--- config.mk ---
export PLATFORM = sky130hd
export DESIGN_NAME = tlv_message_validator
export DESIGN_NICKNAME = d
export VERILOG_FILES = /design/src/tlvmv_pkg.sv /design/src/tlv_message_validator.sv /design/src/tlvmv_cfg_regs.sv /design/src/tlvmv_in_stage.sv /design/src/tlvmv_walker.sv
export VERILOG_INCLUDE_DIRS = /design/src /design/src/src
export SDC_FILE = /design/constraint.sdc
export NUM_CORES = 1
export LEC_CHECK = 0
export BUFFER_PORTS_ARGS = -buffer_cell sky130_fd_sc_hd__clkbuf_2
export CORE_ASPECT_RATIO = 0.6
export CORE_MARGIN = 3
export CORE_UTILIZATION = 33
export DETAILED_ROUTE_END_ITERATION = 7
export MAX_ROUTING_LAYER = met4
export SLEW_MARGIN = 20
export SYNTH_ARGS = -nofsm -noshare
export SYNTH_HDL_FRONTEND = slang
export SYNTH_SLANG_ARGS = --single-unit
--- constraint.sdc ---
create_clock -name clk_i -period 6.7 [get_ports clk_i]
set_clock_uncertainty 0.15 [all_clocks]
set_input_delay 1.675 -clock clk_i [delete_from_list [all_inputs] [get_ports clk_i]]
set_output_delay 1.675 -clock clk_i [all_outputs]
set_load 0.01 [all_outputs]
--- src/tlv_message_validator_defines.svh ---
// Assertion macros used by the validator RTL (tlvmv_walker).
// Define ASSERT_OFF to drop every assertion; the modules need clk_i and rst_ni in scope.
`ifndef TLV_MESSAGE_VALIDATOR_DEFINES_SVH
`define TLV_MESSAGE_VALIDATOR_DEFINES_SVH
`ifndef ASSERT_OFF
`define TLVMV_ASSERT(name, prop) \
  name: assert property (@(posedge clk_i) disable iff (!rst_ni) prop) \
    else $error("tlvmv assertion failed");
`define TLVMV_ASSERT_ALWAYS(name, prop) \
  name: assert property (@(posedge clk_i) prop) \
    else $error("tlvmv assertion failed");
`else
`define TLVMV_ASSERT(name, prop)
`define TLVMV_ASSERT_ALWAYS(name, prop)
`endif
`endif

--- src/tlvmv_pkg.sv ---
// Types, codes and constants of the TLV message validator.
// No dependencies; imported by every module of the block.
package tlvmv_pkg;

  localparam int unsigned PosW = 17;
  localparam logic [PosW-1:0] PosMax = '1;
  localparam logic [PosW-1:0] HdrBytes = 17'd4;

  typedef enum logic [1:0] {
    CFG_ID_BYTES  = 2'd0,
    CFG_NONCE     = 2'd1,
    CFG_NEIGH_LEN = 2'd2,
    CFG_UNUSED    = 2'd3
  } cfg_index_e;

  typedef enum logic [1:0] {
    PH_TYPE  = 2'd0,
    PH_LEN   = 2'd1,
    PH_VALUE = 2'd2
  } phase_e;

  typedef enum logic [1:0] {
    FF_NONE      = 2'd0,
    FF_TLV_SHORT = 2'd1,
    FF_OVERRUN   = 2'd2
  } frame_fault_e;

  typedef enum logic [3:0] {
    ST_OK         = 4'd0,
    ST_SHORT      = 4'd1,
    ST_INCOMPLETE = 4'd2,
    ST_TLV_SHORT  = 4'd3,
    ST_OVERRUN    = 4'd4,
    ST_PADN       = 4'd5,
    ST_HELLO      = 4'd6,
    ST_NEIGH      = 4'd7,
    ST_DATA       = 4'd8,
    ST_ACK        = 4'd9,
    ST_GOAWAY     = 4'd10
  } status_e;

  localparam logic [7:0] TypePad1   = 8'd0;
  localparam logic [7:0] TypePadN   = 8'd1;
  localparam logic [7:0] TypeHello  = 8'd2;
  localparam logic [7:0] TypeNeigh  = 8'd3;
  localparam logic [7:0] TypeData   = 8'd4;
  localparam logic [7:0] TypeAck    = 8'd5;
  localparam logic [7:0] TypeGoaway = 8'd6;

  localparam logic [6:0] IdBytesRst   = 7'd8;
  localparam logic [6:0] NonceRst     = 7'd4;
  localparam logic [7:0] NeighLenRst  = 8'd18;

  typedef struct packed {
    logic [6:0] id_bytes;
    logic [6:0] nonce_bytes;
    logic [7:0] neighbour_length;
  } cfg_t;

  typedef struct packed {
    logic [7:0] data_byte;
    logic       last_byte;
  } item_t;

  typedef struct packed {
    status_e     status;
    logic [15:0] entry_count;
  } result_t;

endpackage

--- src/tlv_message_validator.sv ---
// TLV message validator: takes a datagram one byte per cycle and gives one status word
// per datagram. Built from tlvmv_pkg, tlvmv_cfg_regs, tlvmv_in_stage and tlvmv_walker.
//
// The block takes one byte per clock cycle with no gaps needed between datagrams. Each byte
// sits in an input register while the walker updates the header, entry and fault state; on
// the byte marked tlast the status and entry count land in the result register, so a last
// byte accepted at the input passes the input register and then the result register before
// m_axis_tvalid rises. The input register keeps bytes flowing while a result waits on
// m_axis_tready; only a last byte meeting an untaken result stalls the input.
// Configuration writes take effect at once and are meant for an idle block.
module tlv_message_validator import tlvmv_pkg::*; (
  input  logic        clk_i,
  input  logic        rst_ni,
  input  logic        s_axis_tvalid,
  output logic        s_axis_tready,
  input  logic [7:0]  s_axis_tdata,  // [7:0] data_byte
  input  logic        s_axis_tlast,  // last_byte
  output logic        m_axis_tvalid,
  input  logic        m_axis_tready,
  output logic [23:0] m_axis_tdata,  // [3:0] status, [19:4] entry_count, [23:20] zero
  input  logic        cfg_valid_i,
  output logic        cfg_ready_o,
  input  logic [1:0]  cfg_index_i,
  input  logic [7:0]  cfg_data_i
);

  cfg_t    cfg;
  item_t   s_item;
  item_t   item;
  logic    item_valid;
  logic    take;
  result_t result;

  assign s_item.data_byte = s_axis_tdata;
  assign s_item.last_byte = s_axis_tlast;

  tlvmv_cfg_regs u_cfg_regs (
    .clk_i       (clk_i),
    .rst_ni      (rst_ni),
    .cfg_valid_i (cfg_valid_i),
    .cfg_ready_o (cfg_ready_o),
    .cfg_index_i (cfg_index_i),
    .cfg_data_i  (cfg_data_i),
    .cfg_o       (cfg)
  );

  tlvmv_in_stage u_in_stage (
    .clk_i     (clk_i),
    .rst_ni    (rst_ni),
    .s_valid_i (s_axis_tvalid),
    .s_ready_o (s_axis_tready),
    .s_item_i  (s_item),
    .take_i    (take),
    .valid_o   (item_valid),
    .item_o    (item)
  );

  tlvmv_walker u_walker (
    .clk_i        (clk_i),
    .rst_ni       (rst_ni),
    .cfg_i        (cfg),
    .in_valid_i   (item_valid),
    .in_item_i    (item),
    .take_o       (take),
    .out_valid_o  (m_axis_tvalid),
    .out_ready_i  (m_axis_tready),
    .out_result_o (result)
  );

  assign m_axis_tdata = {4'b0000, result.entry_count, result.status};

endmodule

--- src/tlvmv_cfg_regs.sv ---
// Configuration register file of the TLV message validator.
// Depends on tlvmv_pkg for register codes and the cfg_t bundle.
module tlvmv_cfg_regs import tlvmv_pkg::*; (
  input  logic       clk_i,
  input  logic       rst_ni,
  input  logic       cfg_valid_i,
  output logic       cfg_ready_o,
  input  logic [1:0] cfg_index_i,
  input  logic [7:0] cfg_data_i,
  output cfg_t       cfg_o
);

  cfg_t cfg_q, cfg_d;

  assign cfg_ready_o = 1'b1;
  assign cfg_o       = cfg_q;

  always_comb begin
    cfg_d = cfg_q;
    if (cfg_valid_i) begin
      case (cfg_index_e'(cfg_index_i))
        CFG_ID_BYTES:  cfg_d.id_bytes         = cfg_data_i[6:0];
        CFG_NONCE:     cfg_d.nonce_bytes      = cfg_data_i[6:0];
        CFG_NEIGH_LEN: cfg_d.neighbour_length = cfg_data_i;
        default:       cfg_d = cfg_q;
      endcase
    end
  end

  always_ff @(posedge clk_i or negedge rst_ni) begin
    if (!rst_ni) begin
      cfg_q.id_bytes         <= IdBytesRst;
      cfg_q.nonce_bytes      <= NonceRst;
      cfg_q.neighbour_length <= NeighLenRst;
    end else begin
      cfg_q <= cfg_d;
    end
  end

endmodule

--- src/tlvmv_in_stage.sv ---
// Input register of the TLV message validator: holds one received word.
// Depends on tlvmv_pkg for the item_t bundle.
module tlvmv_in_stage import tlvmv_pkg::*; (
  input  logic  clk_i,
  input  logic  rst_ni,
  input  logic  s_valid_i,
  output logic  s_ready_o,
  input  item_t s_item_i,
  input  logic  take_i,
  output logic  valid_o,
  output item_t item_o
);

  logic  valid_q, valid_d;
  item_t item_q;

  assign s_ready_o = !valid_q || take_i;
  assign valid_o   = valid_q;
  assign item_o    = item_q;

  always_comb begin
    valid_d = valid_q;
    if (s_ready_o) begin
      valid_d = s_valid_i;
    end
  end

  always_ff @(posedge clk_i or negedge rst_ni) begin
    if (!rst_ni) begin
      valid_q <= 1'b0;
    end else begin
      valid_q <= valid_d;
    end
  end

  always_ff @(posedge clk_i) begin
    if (s_ready_o && s_valid_i) begin
      item_q <= s_item_i;
    end
  end

endmodule

--- src/tlvmv_walker.sv ---
// Datagram walker of the TLV message validator: header, entry walk, checks, result register.
// Depends on tlvmv_pkg and tlv_message_validator_defines.svh.
`include "tlv_message_validator_defines.svh"

module tlvmv_walker import tlvmv_pkg::*; (
  input  logic    clk_i,
  input  logic    rst_ni,
  input  cfg_t    cfg_i,
  input  logic    in_valid_i,
  input  item_t   in_item_i,
  output logic    take_o,
  output logic    out_valid_o,
  input  logic    out_ready_i,
  output result_t out_result_o
);

  logic [PosW-1:0] pos_q, pos_d;
  logic [15:0]     len_q, len_d;
  phase_e          phase_q, phase_d;
  logic [7:0]      type_q, type_d;
  logic [7:0]      remain_q, remain_d;
  frame_fault_e    ff_q, ff_d;
  status_e         fault_q, fault_d;
  logic [15:0]     seen_q, seen_d;
  logic            out_valid_q, out_valid_d;
  result_t         out_q, out_d;

  logic [7:0]      b;
  logic            take;
  logic [15:0]     len_n;
  phase_e          phase_n;
  logic [7:0]      type_n;
  logic [7:0]      remain_n;
  frame_fault_e    ff_n;
  status_e         fault_n;
  logic [15:0]     seen_n;
  logic [PosW-1:0] body_end;
  logic [PosW:0]   pos_inc;
  logic [PosW-1:0] count_n;
  logic            in_body;
  logic [7:0]      idn;
  logic [7:0]      id2;
  logic            len_bad;
  status_e         len_code;
  status_e         status_n;

  assign b    = in_item_i.data_byte;
  assign take = in_valid_i && (!in_item_i.last_byte || !out_valid_q || out_ready_i);
  assign idn  = {1'b0, cfg_i.id_bytes} + {1'b0, cfg_i.nonce_bytes};
  assign id2  = {cfg_i.id_bytes, 1'b0};

  always_comb begin
    len_bad  = 1'b0;
    len_code = ST_OK;
    case (type_q)
      TypeHello: begin
        len_bad  = (b != {1'b0, cfg_i.id_bytes}) && (b != id2);
        len_code = ST_HELLO;
      end
      TypeNeigh: begin
        len_bad  = b != cfg_i.neighbour_length;
        len_code = ST_NEIGH;
      end
      TypeData: begin
        len_bad  = b <= idn;
        len_code = ST_DATA;
      end
      TypeAck: begin
        len_bad  = b != idn;
        len_code = ST_ACK;
      end
      TypeGoaway: begin
        len_bad  = b == 8'd0;
        len_code = ST_GOAWAY;
      end
      default: begin
        len_bad  = 1'b0;
        len_code = ST_OK;
      end
    endcase
  end

  always_comb begin
    len_n = len_q;
    if (pos_q == 17'd2) begin
      len_n = {b, 8'h00};
    end else if (pos_q == 17'd3) begin
      len_n = {len_q[15:8], b};
    end
    body_end = {1'b0, len_n} + HdrBytes;
    in_body  = (pos_q >= HdrBytes) && (pos_q < body_end);

    phase_n  = phase_q;
    type_n   = type_q;
    remain_n = remain_q;
    fault_n  = fault_q;
    seen_n   = seen_q;
    if (in_body) begin
      case (phase_q)
        PH_TYPE: begin
          if (seen_q != 16'hFFFF) begin
            seen_n = seen_q + 16'd1;
          end
          type_n = b;
          if (b != TypePad1) begin
            phase_n = PH_LEN;
          end
        end
        PH_LEN: begin
          if (len_bad && fault_q == ST_OK) begin
            fault_n = len_code;
          end
          remain_n = b;
          phase_n  = (b != 8'd0) ? PH_VALUE : PH_TYPE;
        end
        default: begin
          if (type_q == TypePadN && b != 8'd0 && fault_q == ST_OK) begin
            fault_n = ST_PADN;
          end
          remain_n = remain_q - 8'd1;
          if (remain_n == 8'd0) begin
            phase_n = PH_TYPE;
          end
        end
      endcase
    end

    pos_inc = {1'b0, pos_q} + 18'd1;
    ff_n    = ff_q;
    if (pos_q >= 17'd3 && pos_inc == {1'b0, body_end}) begin
      case (phase_n)
        PH_LEN:   ff_n = FF_TLV_SHORT;
        PH_VALUE: ff_n = FF_OVERRUN;
        default:  ff_n = FF_NONE;
      endcase
    end

    count_n = (pos_q == PosMax) ? PosMax : pos_inc[PosW-1:0];

    if (count_n < HdrBytes) begin
      status_n = ST_SHORT;
    end else if (body_end > count_n) begin
      status_n = ST_INCOMPLETE;
    end else if (ff_n == FF_TLV_SHORT) begin
      status_n = ST_TLV_SHORT;
    end else if (ff_n == FF_OVERRUN) begin
      status_n = ST_OVERRUN;
    end else begin
      status_n = fault_n;
    end
  end

  always_comb begin
    pos_d    = pos_q;
    len_d    = len_q;
    phase_d  = phase_q;
    type_d   = type_q;
    remain_d = remain_q;
    ff_d     = ff_q;
    fault_d  = fault_q;
    seen_d   = seen_q;
    if (take) begin
      if (in_item_i.last_byte) begin
        pos_d    = '0;
        len_d    = '0;
        phase_d  = PH_TYPE;
        type_d   = '0;
        remain_d = '0;
        ff_d     = FF_NONE;
        fault_d  = ST_OK;
        seen_d   = '0;
      end else begin
        pos_d    = count_n;
        len_d    = len_n;
        phase_d  = phase_n;
        type_d   = type_n;
        remain_d = remain_n;
        ff_d     = ff_n;
        fault_d  = fault_n;
        seen_d   = seen_n;
      end
    end
  end

  always_comb begin
    out_valid_d = out_valid_q && !out_ready_i;
    out_d       = out_q;
    if (take && in_item_i.last_byte) begin
      out_valid_d       = 1'b1;
      out_d.status      = status_n;
      out_d.entry_count = (status_n == ST_OK) ? seen_n : 16'd0;
    end
  end

  always_ff @(posedge clk_i or negedge rst_ni) begin
    if (!rst_ni) begin
      pos_q       <= '0;
      len_q       <= '0;
      phase_q     <= PH_TYPE;
      type_q      <= '0;
      remain_q    <= '0;
      ff_q        <= FF_NONE;
      fault_q     <= ST_OK;
      seen_q      <= '0;
      out_valid_q <= 1'b0;
    end else begin
      pos_q       <= pos_d;
      len_q       <= len_d;
      phase_q     <= phase_d;
      type_q      <= type_d;
      remain_q    <= remain_d;
      ff_q        <= ff_d;
      fault_q     <= fault_d;
      seen_q      <= seen_d;
      out_valid_q <= out_valid_d;
    end
  end

  always_ff @(posedge clk_i) begin
    out_q <= out_d;
  end

  assign take_o       = take;
  assign out_valid_o  = out_valid_q;
  assign out_result_o = out_q;

  `TLVMV_ASSERT(a_clear_after_last, take && in_item_i.last_byte |=> pos_q == '0)
  `TLVMV_ASSERT(a_count_only_ok, out_valid_q && out_q.status != ST_OK |-> out_q.entry_count == '0)
  `TLVMV_ASSERT(a_fault_in_body, ff_q != FF_NONE |-> pos_q >= HdrBytes)
  `TLVMV_ASSERT_ALWAYS(a_status_range, out_valid_q |-> out_q.status <= ST_GOAWAY)

endmodule

Word level (Yosys, flattened, before mapping)
Index checks and enable logic that the tools add are counted.

Word-level logic and storage cells: 118. Bits in latches: 0. Bits in writable memories: 0. Memories kept: 0. Register bits after elaboration: 126. Memory bits (read-only): 0. Output and inout bits: 27. Input bits: 24.

Add/subtract/negate cells: 5. Multiplexer cells: 36. Bitwise logic cells: 0. Reduce and logical (&&, ||, !) cells: 31. Divide/modulo/power cells: 0. Eq/ne operators: 23. Shift operators: 0. Multiply operators: 0. Order comparisons: 6.

Operators with widths (count): 16-bit 2-to-1 mux (6); 8-bit 2-to-1 mux (6); 17-bit by 2-bit equality test with 1-bit output, second input constant (2); 17-bit 2-to-1 mux (2); 4-bit 2-to-1 mux (8); 8-bit by 3-bit equality test with 1-bit output, second input constant (3); 8-bit inequality test (3); 4-bit one-hot mux with 5 select lines (1); 17-bit by 1-bit adder with 18-bit output, second input constant (1); 18-bit by 17-bit equality test with 1-bit output (1); 16-bit by 3-bit adder with 17-bit output, second input constant (1); 17-bit equality test, second input constant (1); 17-bit by 2-bit >= comparator with 1-bit output, second input constant (1); 17-bit by 3-bit >= comparator with 1-bit output, second input constant (1); 17-bit > comparator (1); 17-bit < comparator (1); 17-bit by 3-bit < comparator with 1-bit output, second input constant (1); 16-bit by 1-bit adder with 16-bit output, second input constant (1); 8-bit by 2-bit equality test with 1-bit output, second input constant (2); 8-bit zero test (2); 16-bit inequality test, second input constant (1); 8-bit one-hot mux with 2 select lines (1); 2-bit 2-to-1 mux (7); 1-bit logical AND (10); 20 further kinds (37).

Longest topological paths before layout
Gate-level depths: netlist (run 1).

Word-level depth: 16. Depth in mapped cells: 29. Depth with buffers taken out: 26.

Hierarchy
Synthesis (run 1) repeated with hierarchy kept, for this count alone.

Cell total of the unflattened synthesis: 963. Area total of the unflattened synthesis: 9082.5 um2.

Modules (own cells, without submodules): tlvmv_walker (cells each 896, seq. area each 2452.4 um2, area an instance 7868.8 um2, times used 1); tlvmv_cfg_regs (cells each 49, seq. area each 555.5 um2, area an instance 855.8 um2, times used 1); tlvmv_in_stage (cells each 13, seq. area each 295.3 um2, area an instance 324.1 um2, times used 1); tlv_message_validator (cells each 5, seq. area each 0.0 um2, area an instance 33.8 um2, times used 1).

Worst setup path before layout (run 1)
Ideal clock, no wire load.

Path type: reg-to-reg. Start point: register u_walker.pos_q[1]. End point: register u_walker.out_q (netlist bit u_walker.out_result_o[10]), data pin. Path buffers: 1. Setup slack: 0.340 ns. Stages on the path, launching flop included: 28. Arrival: 5.939 ns. Required time: 6.279 ns. Library setup time: 0.271 ns. Period minus slack after synthesis: 6.360 ns. Cells stage by stage: dfrtp_1 -> ha_1 -> nor4b_2 -> nand4_4 -> mux2i_1 -> or2_2 -> inv_1 -> ha_1 -> nand3_1 -> mux2_4 -> a211o_1 -> nor2_1 -> xnor2_1 -> nand2_1 -> and2_1 -> inv_1 -> ha_1 -> a21oi_1 -> o21ai_0 -> a2111oi_0 -> a21oi_1 -> or4b_2 -> a21oi_1 -> o21bai_1 -> nor3_1 -> nor2_1 -> clkbuf_1 -> nor4_1.

Word-level cells in the longest chain between the ends: 16. Elaborated cells on any way between the ends: 30. Those cells by class: 2 x add/sub; 5 x order compare; 8 x eq/ne; 12 x mux; 3 x reduce/logical.

Ends and longest elaborated chain: start: declaration (line tlvmv_walker.sv:17) `logic [PosW-1:0] pos_q, pos_d;`; start signal: assignment (line tlvmv_walker.sv:207) `pos_q <= pos_d;`; 17-bit by 2-bit equality test with 1-bit output (line tlvmv_walker.sv:87) `end else if (pos_q == 17'd3) begin`; 8-bit 2-to-1 mux (line tlvmv_walker.sv:87); 16-bit 2-to-1 mux (line tlvmv_walker.sv:85) `if (pos_q == 17'd2) begin`; 16-bit by 3-bit adder with 17-bit output (line tlvmv_walker.sv:90) `body_end = {1'b0, len_n} + HdrBytes;`; 17-bit < comparator (line tlvmv_walker.sv:91) `in_body = (pos_q >= HdrBytes) && (pos_q < body_end);`; 1-bit logical AND (line tlvmv_walker.sv:91); 2-bit 2-to-1 mux (line tlvmv_walker.sv:98) `if (in_body) begin`; 2-bit equality test or 2-bit by 1-bit equality test with 1-bit output (tied branches) (line tlvmv_walker.sv:131) `case (phase_n)`; 2-bit one-hot mux with 2 select lines (line tlvmv_walker.sv:131); 2-bit 2-to-1 mux (line tlvmv_walker.sv:130) `if (pos_q >= 17'd3 && pos_inc == {1'b0, body_end}) begin`; 2-bit equality test (line tlvmv_walker.sv:146) `end else if (ff_n == FF_OVERRUN) begin`; 4-bit 2-to-1 mux (line tlvmv_walker.sv:146); 4-bit 2-to-1 mux (line tlvmv_walker.sv:144) `end else if (ff_n == FF_TLV_SHORT) begin`; 4-bit 2-to-1 mux (line tlvmv_walker.sv:142) `end else if (body_end > count_n) begin`; 4-bit 2-to-1 mux (line tlvmv_walker.sv:140) `if (count_n < HdrBytes) begin`; 4-bit zero test (line tlvmv_walker.sv:191) `out_d.entry_count = (status_n == ST_OK) ? seen_n : 16'd0;`; end signal: assignment (line tlvmv_walker.sv:220) `out_q <= out_d;`; end: declaration (line tlvmv_walker.sv:26) `result_t out_q, out_d;`.

Several ways; a longest one is shown, not always the timed one. A chain may end at the register's enable or synchronous reset.

Worst setup path after layout (run 1)
Start point: register u_walker.pos_q[15]. End point: register u_walker.out_q (netlist bit u_walker.out_result_o[19]), data pin.

Word-level cells in the longest chain between the ends: 15. Elaborated cells on any way between the ends: 28. Those cells by class: 2 x add/sub; 5 x order compare; 8 x eq/ne; 11 x mux; 2 x reduce/logical.

Ends and longest elaborated chain: 17-bit by 2-bit equality test with 1-bit output (line tlvmv_walker.sv:87); 8-bit 2-to-1 mux (line tlvmv_walker.sv:87); 16-bit 2-to-1 mux (line tlvmv_walker.sv:85); 16-bit by 3-bit adder with 17-bit output (line tlvmv_walker.sv:90); 17-bit < comparator (line tlvmv_walker.sv:91); 1-bit logical AND (line tlvmv_walker.sv:91); 2-bit 2-to-1 mux (line tlvmv_walker.sv:98); 2-bit equality test or 2-bit by 1-bit equality test with 1-bit output (tied branches) (line tlvmv_walker.sv:131); 2-bit one-hot mux with 2 select lines (line tlvmv_walker.sv:131); 2-bit 2-to-1 mux (line tlvmv_walker.sv:130); 2-bit equality test (line tlvmv_walker.sv:146); 4-bit 2-to-1 mux (line tlvmv_walker.sv:146); 4-bit 2-to-1 mux (line tlvmv_walker.sv:144); 4-bit 2-to-1 mux (line tlvmv_walker.sv:142); 4-bit 2-to-1 mux (*) (line tlvmv_walker.sv:140); via u_walker.status_n[3] (line tlvmv_walker.sv:45) `status_e status_n;`.

Mark *: on every way through the listed nets, which the timed path passes. The rest lies on a longest branch.

==> results of run 1 <==
[worst max-delay path, stage by stage, from the launching register on]
cell and delay, ns:
dfrtp_1 0.41, nor4_4 0.27, buf_4 0.20, nand4_4 0.11, mux2i_1 0.17, or2_2 0.32
inv_1 0.09, ha_2 0.24, nand3_1 0.15, mux2_4 0.31, buf_4 0.16, a211oi_4 0.21
buf_4 0.20, xnor2_1 0.14, ha_1 0.28, a21o_1 0.18, a21o_1 0.18, a21oi_1 0.31
o21a_1 0.17, a21oi_1 0.07, a211oi_1 0.70, nor2_1 0.28, nor2_1 0.19, or4b_1 0.45
a21oi_1 0.26
[layout make-up]
cell class,instances,area [µm²],area share [%]
Timing Repair Buffer,108,701,6.38
Clock inverter,15,185,1.69
Clock buffer,17,425,3.87
Multi-Input combinational cell,829,5760,52.4
Sequential cell,126,3300,30.1
Tap cell,367,459,4.18
Inverter,41,154,1.40
[through the flow]
| step | worst slack, ns | cells | instance area (µm²) | power, mW |
|---|---|---|---|---|
| final | 0.288 | 1503 | 11000 | 3.09 |
| after global routing | 0.0558 | 1503 | 11000 | 3.26 |
| after CTS | 0.0409 | 1501 | 10900 | 3.04 |
| after detailed placement | -0.0845 | 1469 | 10300 | 2.04 |
| after global placement | -0.0104 | 1469 | 10300 | 2.04 |
| after floorplan | 0.340 | 1051 | 9350 | 1.71 |
[path summary, 6_finish.rpt]
path	from	end	slack, ns
min in group asynchronous	rst_ni	u_cfg_regs.cfg_o[5]$_DFFE_PN0P_	1.09
worst min-delay path	u_walker.type_q[6]$_DFFE_PN0P_	u_walker.type_q[6]$_DFFE_PN0P_	0.32
worst min register to register	u_walker.type_q[6]$_DFFE_PN0P_	u_walker.type_q[6]$_DFFE_PN0P_	0.32
max in group asynchronous	rst_ni	u_walker.type_q[2]$_DFFE_PN0P_	4.12
worst max-delay path	u_walker.pos_q[15]$_DFFE_PN0P_	u_walker.out_result_o[19]$_DFFE_PP_	0.29
worst max register to register	u_walker.pos_q[15]$_DFFE_PN0P_	u_walker.out_result_o[19]$_DFFE_PP_	0.29
[per-layer routing]
layer / global-route usage, % / part of all wire, % / vias up
li1: - / - / 3993
met1: 30.5 / 50 / 3983
met2: 23.3 / 36 / 431
met3: 7.08 / 12 / 50
met4: 4.87 / 1.7 / 0
met5: - / 0 / -
[flip-flops by register name, indices dropped and copies added, names as in the netlist, 2 cells and up]
name                   count
u_in_stage.item_o          9
u_walker.remain_q          8
u_cfg_regs.cfg_o          22
u_walker.seen_q           16
u_walker.len_q            16
u_walker.ff_q              2
u_walker.fault_q           4
u_walker.type_q            8
u_walker.pos_q            17
u_walker.phase_q           2
u_walker.out_result_o     20
[placed cells by master, fill, tap and decap left out, types with 17 or more instances in the layout]
master,count
inv_1,41
clkbuf_16,17
buf_4,64
a21oi_1,50
nand4_1,24
xnor2_1,37
nor3_1,24
nor4_1,31
nand3_1,43
nand2_1,96
mux2_2,23
nor2b_1,20
dfrtp_1,92
ha_1,57
clkbuf_2,44
o21ai_0,77
nor2_1,56
edfxtp_1,29
xor2_1,43
[power breakdown]
group	internal [mW]	switching (mW)	leakage, nW	total [mW]
clock network	0.589	0.390	0.295	0.979
logic	0.457	0.674	2.83	1.13
registers	0.876	0.102	1.56	0.978
[kinds of logic after synthesis]
family                     after synthesis  share of synthesized area (%)
and+or+nand+nor                        400                           23.3
AOI/OAI and AO/OA                      240                           16.2
muxes                                   40                           4.65
xor gates and xnor gates                81                           7.76
adders and majority gates               62                           8.31
DFF                                    126                           35.4
other                                    2                         0.0804
buffers and inverters                   97                           4.33
[repair_timing]
item | in CTS | in global routing
cloned | 0 | 1
hold buffers | 0 | 0
hold endpoints to repair | 0 | 0
resized for setup | 1 | 23
buffers inserted | 0 | 1
pin swaps | 0 | 3
setup endpoints to repair | 11 | 37
==> results.md, run 1 <==
* Max Freq at 156 MHz
* Commonest register cell after synthesis: dfrtp_1
* Die outline width at 223 µm
* Final antenna-violating net count at 0
* Clock tree from TritonCTS: yes
* Setup TNS after final layout at 0 ns
* RSZ-0062 raised after global routing: no
* Crit path DAT at 6.52 ns
* Total standard cell area after synthesis at 9340 µm²
* DRC marker count from the first detailed-route iteration at 974
* Total wire length after detailed routing at 28.9 mm
* Synth area leader: dfrtp_1
* Critical path type: register to register
* Max clock buf depth at 2
* Wire length of the first global-routing pass at 45.1 mm
* Clock-pin transition on the worst setup and hold timing paths at 0.07 ns
* Required time at the endpoint of the critical path at 6.80 ns
* Worst hold path class: register to register
* CTS Sinks at 126
* Area growth syn-to-layout at 17.7%
* Max Transition Viols Final at 0
* Share of cells above drive strength 1 at 18.1%
* Post-synthesis sequential area ratio at 35.4%
* Crit. End Element: register
* DRC violations left at 0
* CTS HTree Levels at 4
* Max-cap viol count at 0
* Library cells used by synthesis at 78
* Final RePlAce weighted congestion at 0.975
* Period utilisation layout at 95.7%
* Yosys warnings at 0
* Post-DR wirelength/cell at 19.2 µm
* Number of cells on the worst hold path at 2
* Placement Rows at 47
* Core Region at 27,700 µm²
* Final hold vios at 0
* Power density over the cells at 281 nW/µm²
* Normalized max-slew margin at 29.4%
* Final #Nets at 1,206
* Worst-Margin Slew at 1.06 ns
* DP HPWL at 21.5 mm
* Minimum clock period after layout at 6.41 ns
* I/O pin total at 51
* GRT Resource Usage Total at 19.8%
* Final core area utilization at 39.7%
* Gate count of the mapped netlist at 1,048
* Antenna violations before repair at 0
* Ratio of routed vias to standard cells at 5.63
* Largest fanout of any net on the critical path at 7
* PortBufs at 45
* Via count of the first global-routing pass at 7,576
* Leakage power total at 4.68 nW
* Run status: complete, no violations
* Die area at 30,400 µm²
* Peak supply drop at 0.000200 V
* Vertical die dimension at 136 µm
* Number of optimization iterations in the first detailed-route pass at 5
* Number of enable flip-flop cells after synthesis at 29
* Hold Worst Slack at 0.319 ns
* Top cell types by occurrence after synthesis: 96 x nand2_1, 93 x dfrtp_1, 78 x o21ai_0
* Count of fill cells added during filler insertion at 2,751
* Worst setup SP type: register
* Setup-violating endpoint count in the final report at 0
* Most numerous cell in the Yosys netlist: nand2_1
* Share of synthesized registers carrying an async set or reset at 77.0%
* Total number of vias at 8,457
* Cells taking the most area after synthesis: dfrtp_1 25%, edfxtp_1 9.3%, ha_1 7.8%
* Avg Inst Size Synth at 8.91 µm²
* FF-to-FF path depth at 24
* Root cell of the clock tree: clkbuf_16
* Largest net degree at the start of global routing at 55
* Starting Density at 33.7%
* Clock buffer count from CTS at 17
* Residual overflow from global routing at 0
* Fraction of post-synthesis cell area in the top cell type by area at 24.9%
* Clock latency reported for the late side of the worst-skew pair at 0.45 ns
* ANT cells at 0
* Synth Register Bits at 126
Note: power is estimated with default switching activity, not from simulation.
==> run 2: changes to the inputs <==
--- a/config.mk
+++ b/config.mk
@@ -6,6 +6,7 @@
 export SDC_FILE = /design/constraint.sdc
 export NUM_CORES = 1
 export LEC_CHECK = 0
+export ABC_AREA = 1
 export BUFFER_PORTS_ARGS = -buffer_cell sky130_fd_sc_hd__clkbuf_2
 export CORE_ASPECT_RATIO = 0.6
 export CORE_MARGIN = 3
==> run 2 against run 1 <==
Total power down 6.7%. Worst setup slack better by 0.28 ns. Register-to-register slack better by 0.28 ns. Wire length down 10%. Largest cell class unchanged.
==> results.md, run 2 <==
* Run status: complete, no violations
* Post-synthesis sequential area ratio at 36.1%
* Normalized max-slew margin at 37.4%
* Leakage power total at 4.79 nW
* Most prevalent standard cell on the critical path: nand2_1
* Worst-Margin Slew at 0.939 ns
* Wire length of the first global-routing pass at 42.1 mm
* Cells taking the most area after synthesis: dfrtp_1 25%, edfxtp_1 9.5%, nand2_1 9.2%
* Worst hold path class: register to register
* Flip-flop count of the largest register, all copies and words added at 22
* Total number of vias at 8,163
* Top cell types by occurrence after synthesis: 224 x nand2_1, 173 x inv_1, 93 x dfrtp_1
* Most used cells in the layout excluding fill and tap cells: 223 x nand2_1, 173 x inv_1, 93 x dfrtp_1, 84 x nor2_1, 73 x nand3_1
* DRC violations left at 0
* Max clock buf depth at 2
* Worst path bufs/invs at 6
* Share of synthesized registers carrying an async set or reset at 77.0%
* DRC marker count from the first detailed-route iteration at 652
* Largest fanout of any net on the critical path at 16
* PortBufs at 45
* CP max stage cell: nor3_1
* Total standard cell area after synthesis at 9140 µm²
* Largest net degree at the start of global routing at 58
* Residual overflow from global routing at 0
* GRT Resource Usage Total at 18.3%
* Final hold vios at 0
* Worst setup SP type: register
* Area growth syn-to-layout at 12.7%
* Placement Rows at 46
* Clock-pin transition on the worst setup and hold timing paths at 0.06 ns
* Synth Register Bits at 126
* Total wire length after detailed routing at 25.9 mm
* Max-cap viol count at 0
* Number of post-CTS setup repair buffers at 0
* Most numerous cell in the Yosys netlist: nand2_1
* Ratio of routed vias to standard cells at 5.11
* Root cell of the clock tree: clkbuf_16
* Library cells used by synthesis at 57
* Final #Nets at 1,309
* I/O pin total at 51
* Share of cells above drive strength 1 at 15.1%
* Antenna violations before repair at 0
* Max Transition Viols Final at 0
* Clock buffer count from CTS at 17
* Period utilisation layout at 91.5%
* Core Region at 26,800 µm²
* Peak supply drop at 0.000158 V
* RSZ-0062 raised after global routing: no
* Crit path DAT at 6.15 ns
* Gate count of the mapped netlist at 1,186
* Synth area leader: dfrtp_1
* Setup-violating endpoint count in the final report at 0
* Post-DR wirelength/cell at 16.2 µm
* Minimum clock period after layout at 6.13 ns
* Final antenna-violating net count at 0
* Die area at 29,800 µm²
* Yosys warnings at 0
* Vertical die dimension at 135 µm
* Crit. End Element: register
* Placed standard-cell area at 9720 µm²
* Clock latency reported for the late side of the worst-skew pair at 0.44 ns
* Highest cell delay on the worst timing path at 0.55 ns
* Via count of the first global-routing pass at 7,689
* Post-layout instance area at 10,300 µm²
* Required time at the endpoint of the critical path at 6.72 ns
* CTS Sinks at 126
* ANT cells at 0
* Hold Worst Slack at 0.343 ns
* Hold_buf cts at 0
* Cell family contributing the most delay on the critical path: simple AND/OR/NAND/NOR gates
* Critical path type: register to register
* Die outline width at 221 µm
* Max Freq at 163 MHz
* DP HPWL at 19.7 mm
* Commonest register cell after synthesis: dfrtp_1
* Setup TNS after final layout at 0 ns
* Count of fill cells added during filler insertion at 2,832
* Number of enable flip-flop cells after synthesis at 29
* Fraction of post-synthesis cell area in the top cell type by area at 25.5%
* Cells resized by post-CTS repair at 0
* CTS HTree Levels at 4
* Final RePlAce weighted congestion at 0.955
* Number of optimization iterations in the first detailed-route pass at 5
* Starting Density at 34.1%
* Most common cell after layout, fill and taps aside: nand2_1
* Clock tree from TritonCTS: yes
* Power density over the cells at 280 nW/µm²
* Avg Inst Size Synth at 7.71 µm²
run 2: cell types whose count changed after synthesis, moves of 27 or more:
cell     delta
nor2_1     +27
nor4_1     -31
nand2_1   +128
nand3_1    +31
o22ai_1    +39
nand2_2    +32
inv_1     +132
run 2: per-stage QoR:
stage | utilization (%) | std cells | total power, mW | setup WS, ns
finish | 38.4 | 1599 | 2.88 | 0.570
global placement | 36.2 | 1567 | 1.94 | 0.465
detailed placement | 36.2 | 1567 | 1.95 | 0.291
CTS | 38.4 | 1599 | 2.88 | 0.270
global route | 38.4 | 1599 | 3.08 | 0.0499
floorplan | - | 1189 | 1.69 | 1.69
run 2: cell type report:
cell class	instances	area, µm²	area share, %
sequential	126	3300	32.1
multi-input combinational	838	4960	48.2
clock inverter	13	140	1.36
timing repair buffer	56	310	3.01
inverter	187	702	6.81
tap	360	450	4.37
clock buffer	19	433	4.20
run 2: worst min-delay path, cell delays in order (launching register included):
cell and delay (ns):
dfrtp_1 0.35, nand2_1 0.05, o21ai_0 0.06
run 2: layer usage:
layer / routed length (µm) / vias up / track usage (%) / share of wire, %
li1: - / 4035 / - / -
met1: 14200 / 3867 / 28.4 / 55
met2: 9660 / 244 / 23.3 / 37
met3: 1860 / 17 / 4.52 / 7.2
met4: 194 / 0 / 3.82 / 0.75
met5: 0 / - / - / 0
run 2: cell families after synthesis:
kind of cell,count (synthesis),share of synthesized area [%]
AO/OA/AOI/OAI,188,12.0
XOR/XNOR,46,4.71
adder cells (fa/ha/maj),59,8.16
buffers and inverters,225,9.95
flip-flops,126,36.1
multiplexers,1,0.123
other,2,0.0822
AND/OR/NAND/NOR,539,28.9
run 2: final timing paths:
path / from / end / slack (ns) / depth (start not counted)
max in group asynchronous: rst_ni / u_walker.pos_q[0]$_DFFE_PN0P_ / 4.11 / 2
min in group asynchronous: rst_ni / u_walker.out_valid_o$_DFF_PN0_ / 1.10 / 1
worst min-delay path: u_walker.len_q[15]$_DFFE_PN0P_ / u_walker.len_q[15]$_DFFE_PN0P_ / 0.34 / 2
worst max register to register: u_walker.pos_q[1]$_DFFE_PN0P_ / u_walker.out_result_o[4]$_SDFFCE_PP0P_ / 0.57 / 35
worst min register to register: u_walker.len_q[15]$_DFFE_PN0P_ / u_walker.len_q[15]$_DFFE_PN0P_ / 0.34 / 2
worst max-delay path: u_walker.pos_q[1]$_DFFE_PN0P_ / u_walker.out_result_o[4]$_SDFFCE_PP0P_ / 0.57 / 35
run 2: where the power goes:
group	internal, mW	total, mW	leakage, nW	switching, mW
registers	0.877	0.947	1.56	0.0701
clock network	0.549	0.921	0.277	0.372
logic	0.349	1.01	2.95	0.666
total	1.77	2.88	4.79	1.11
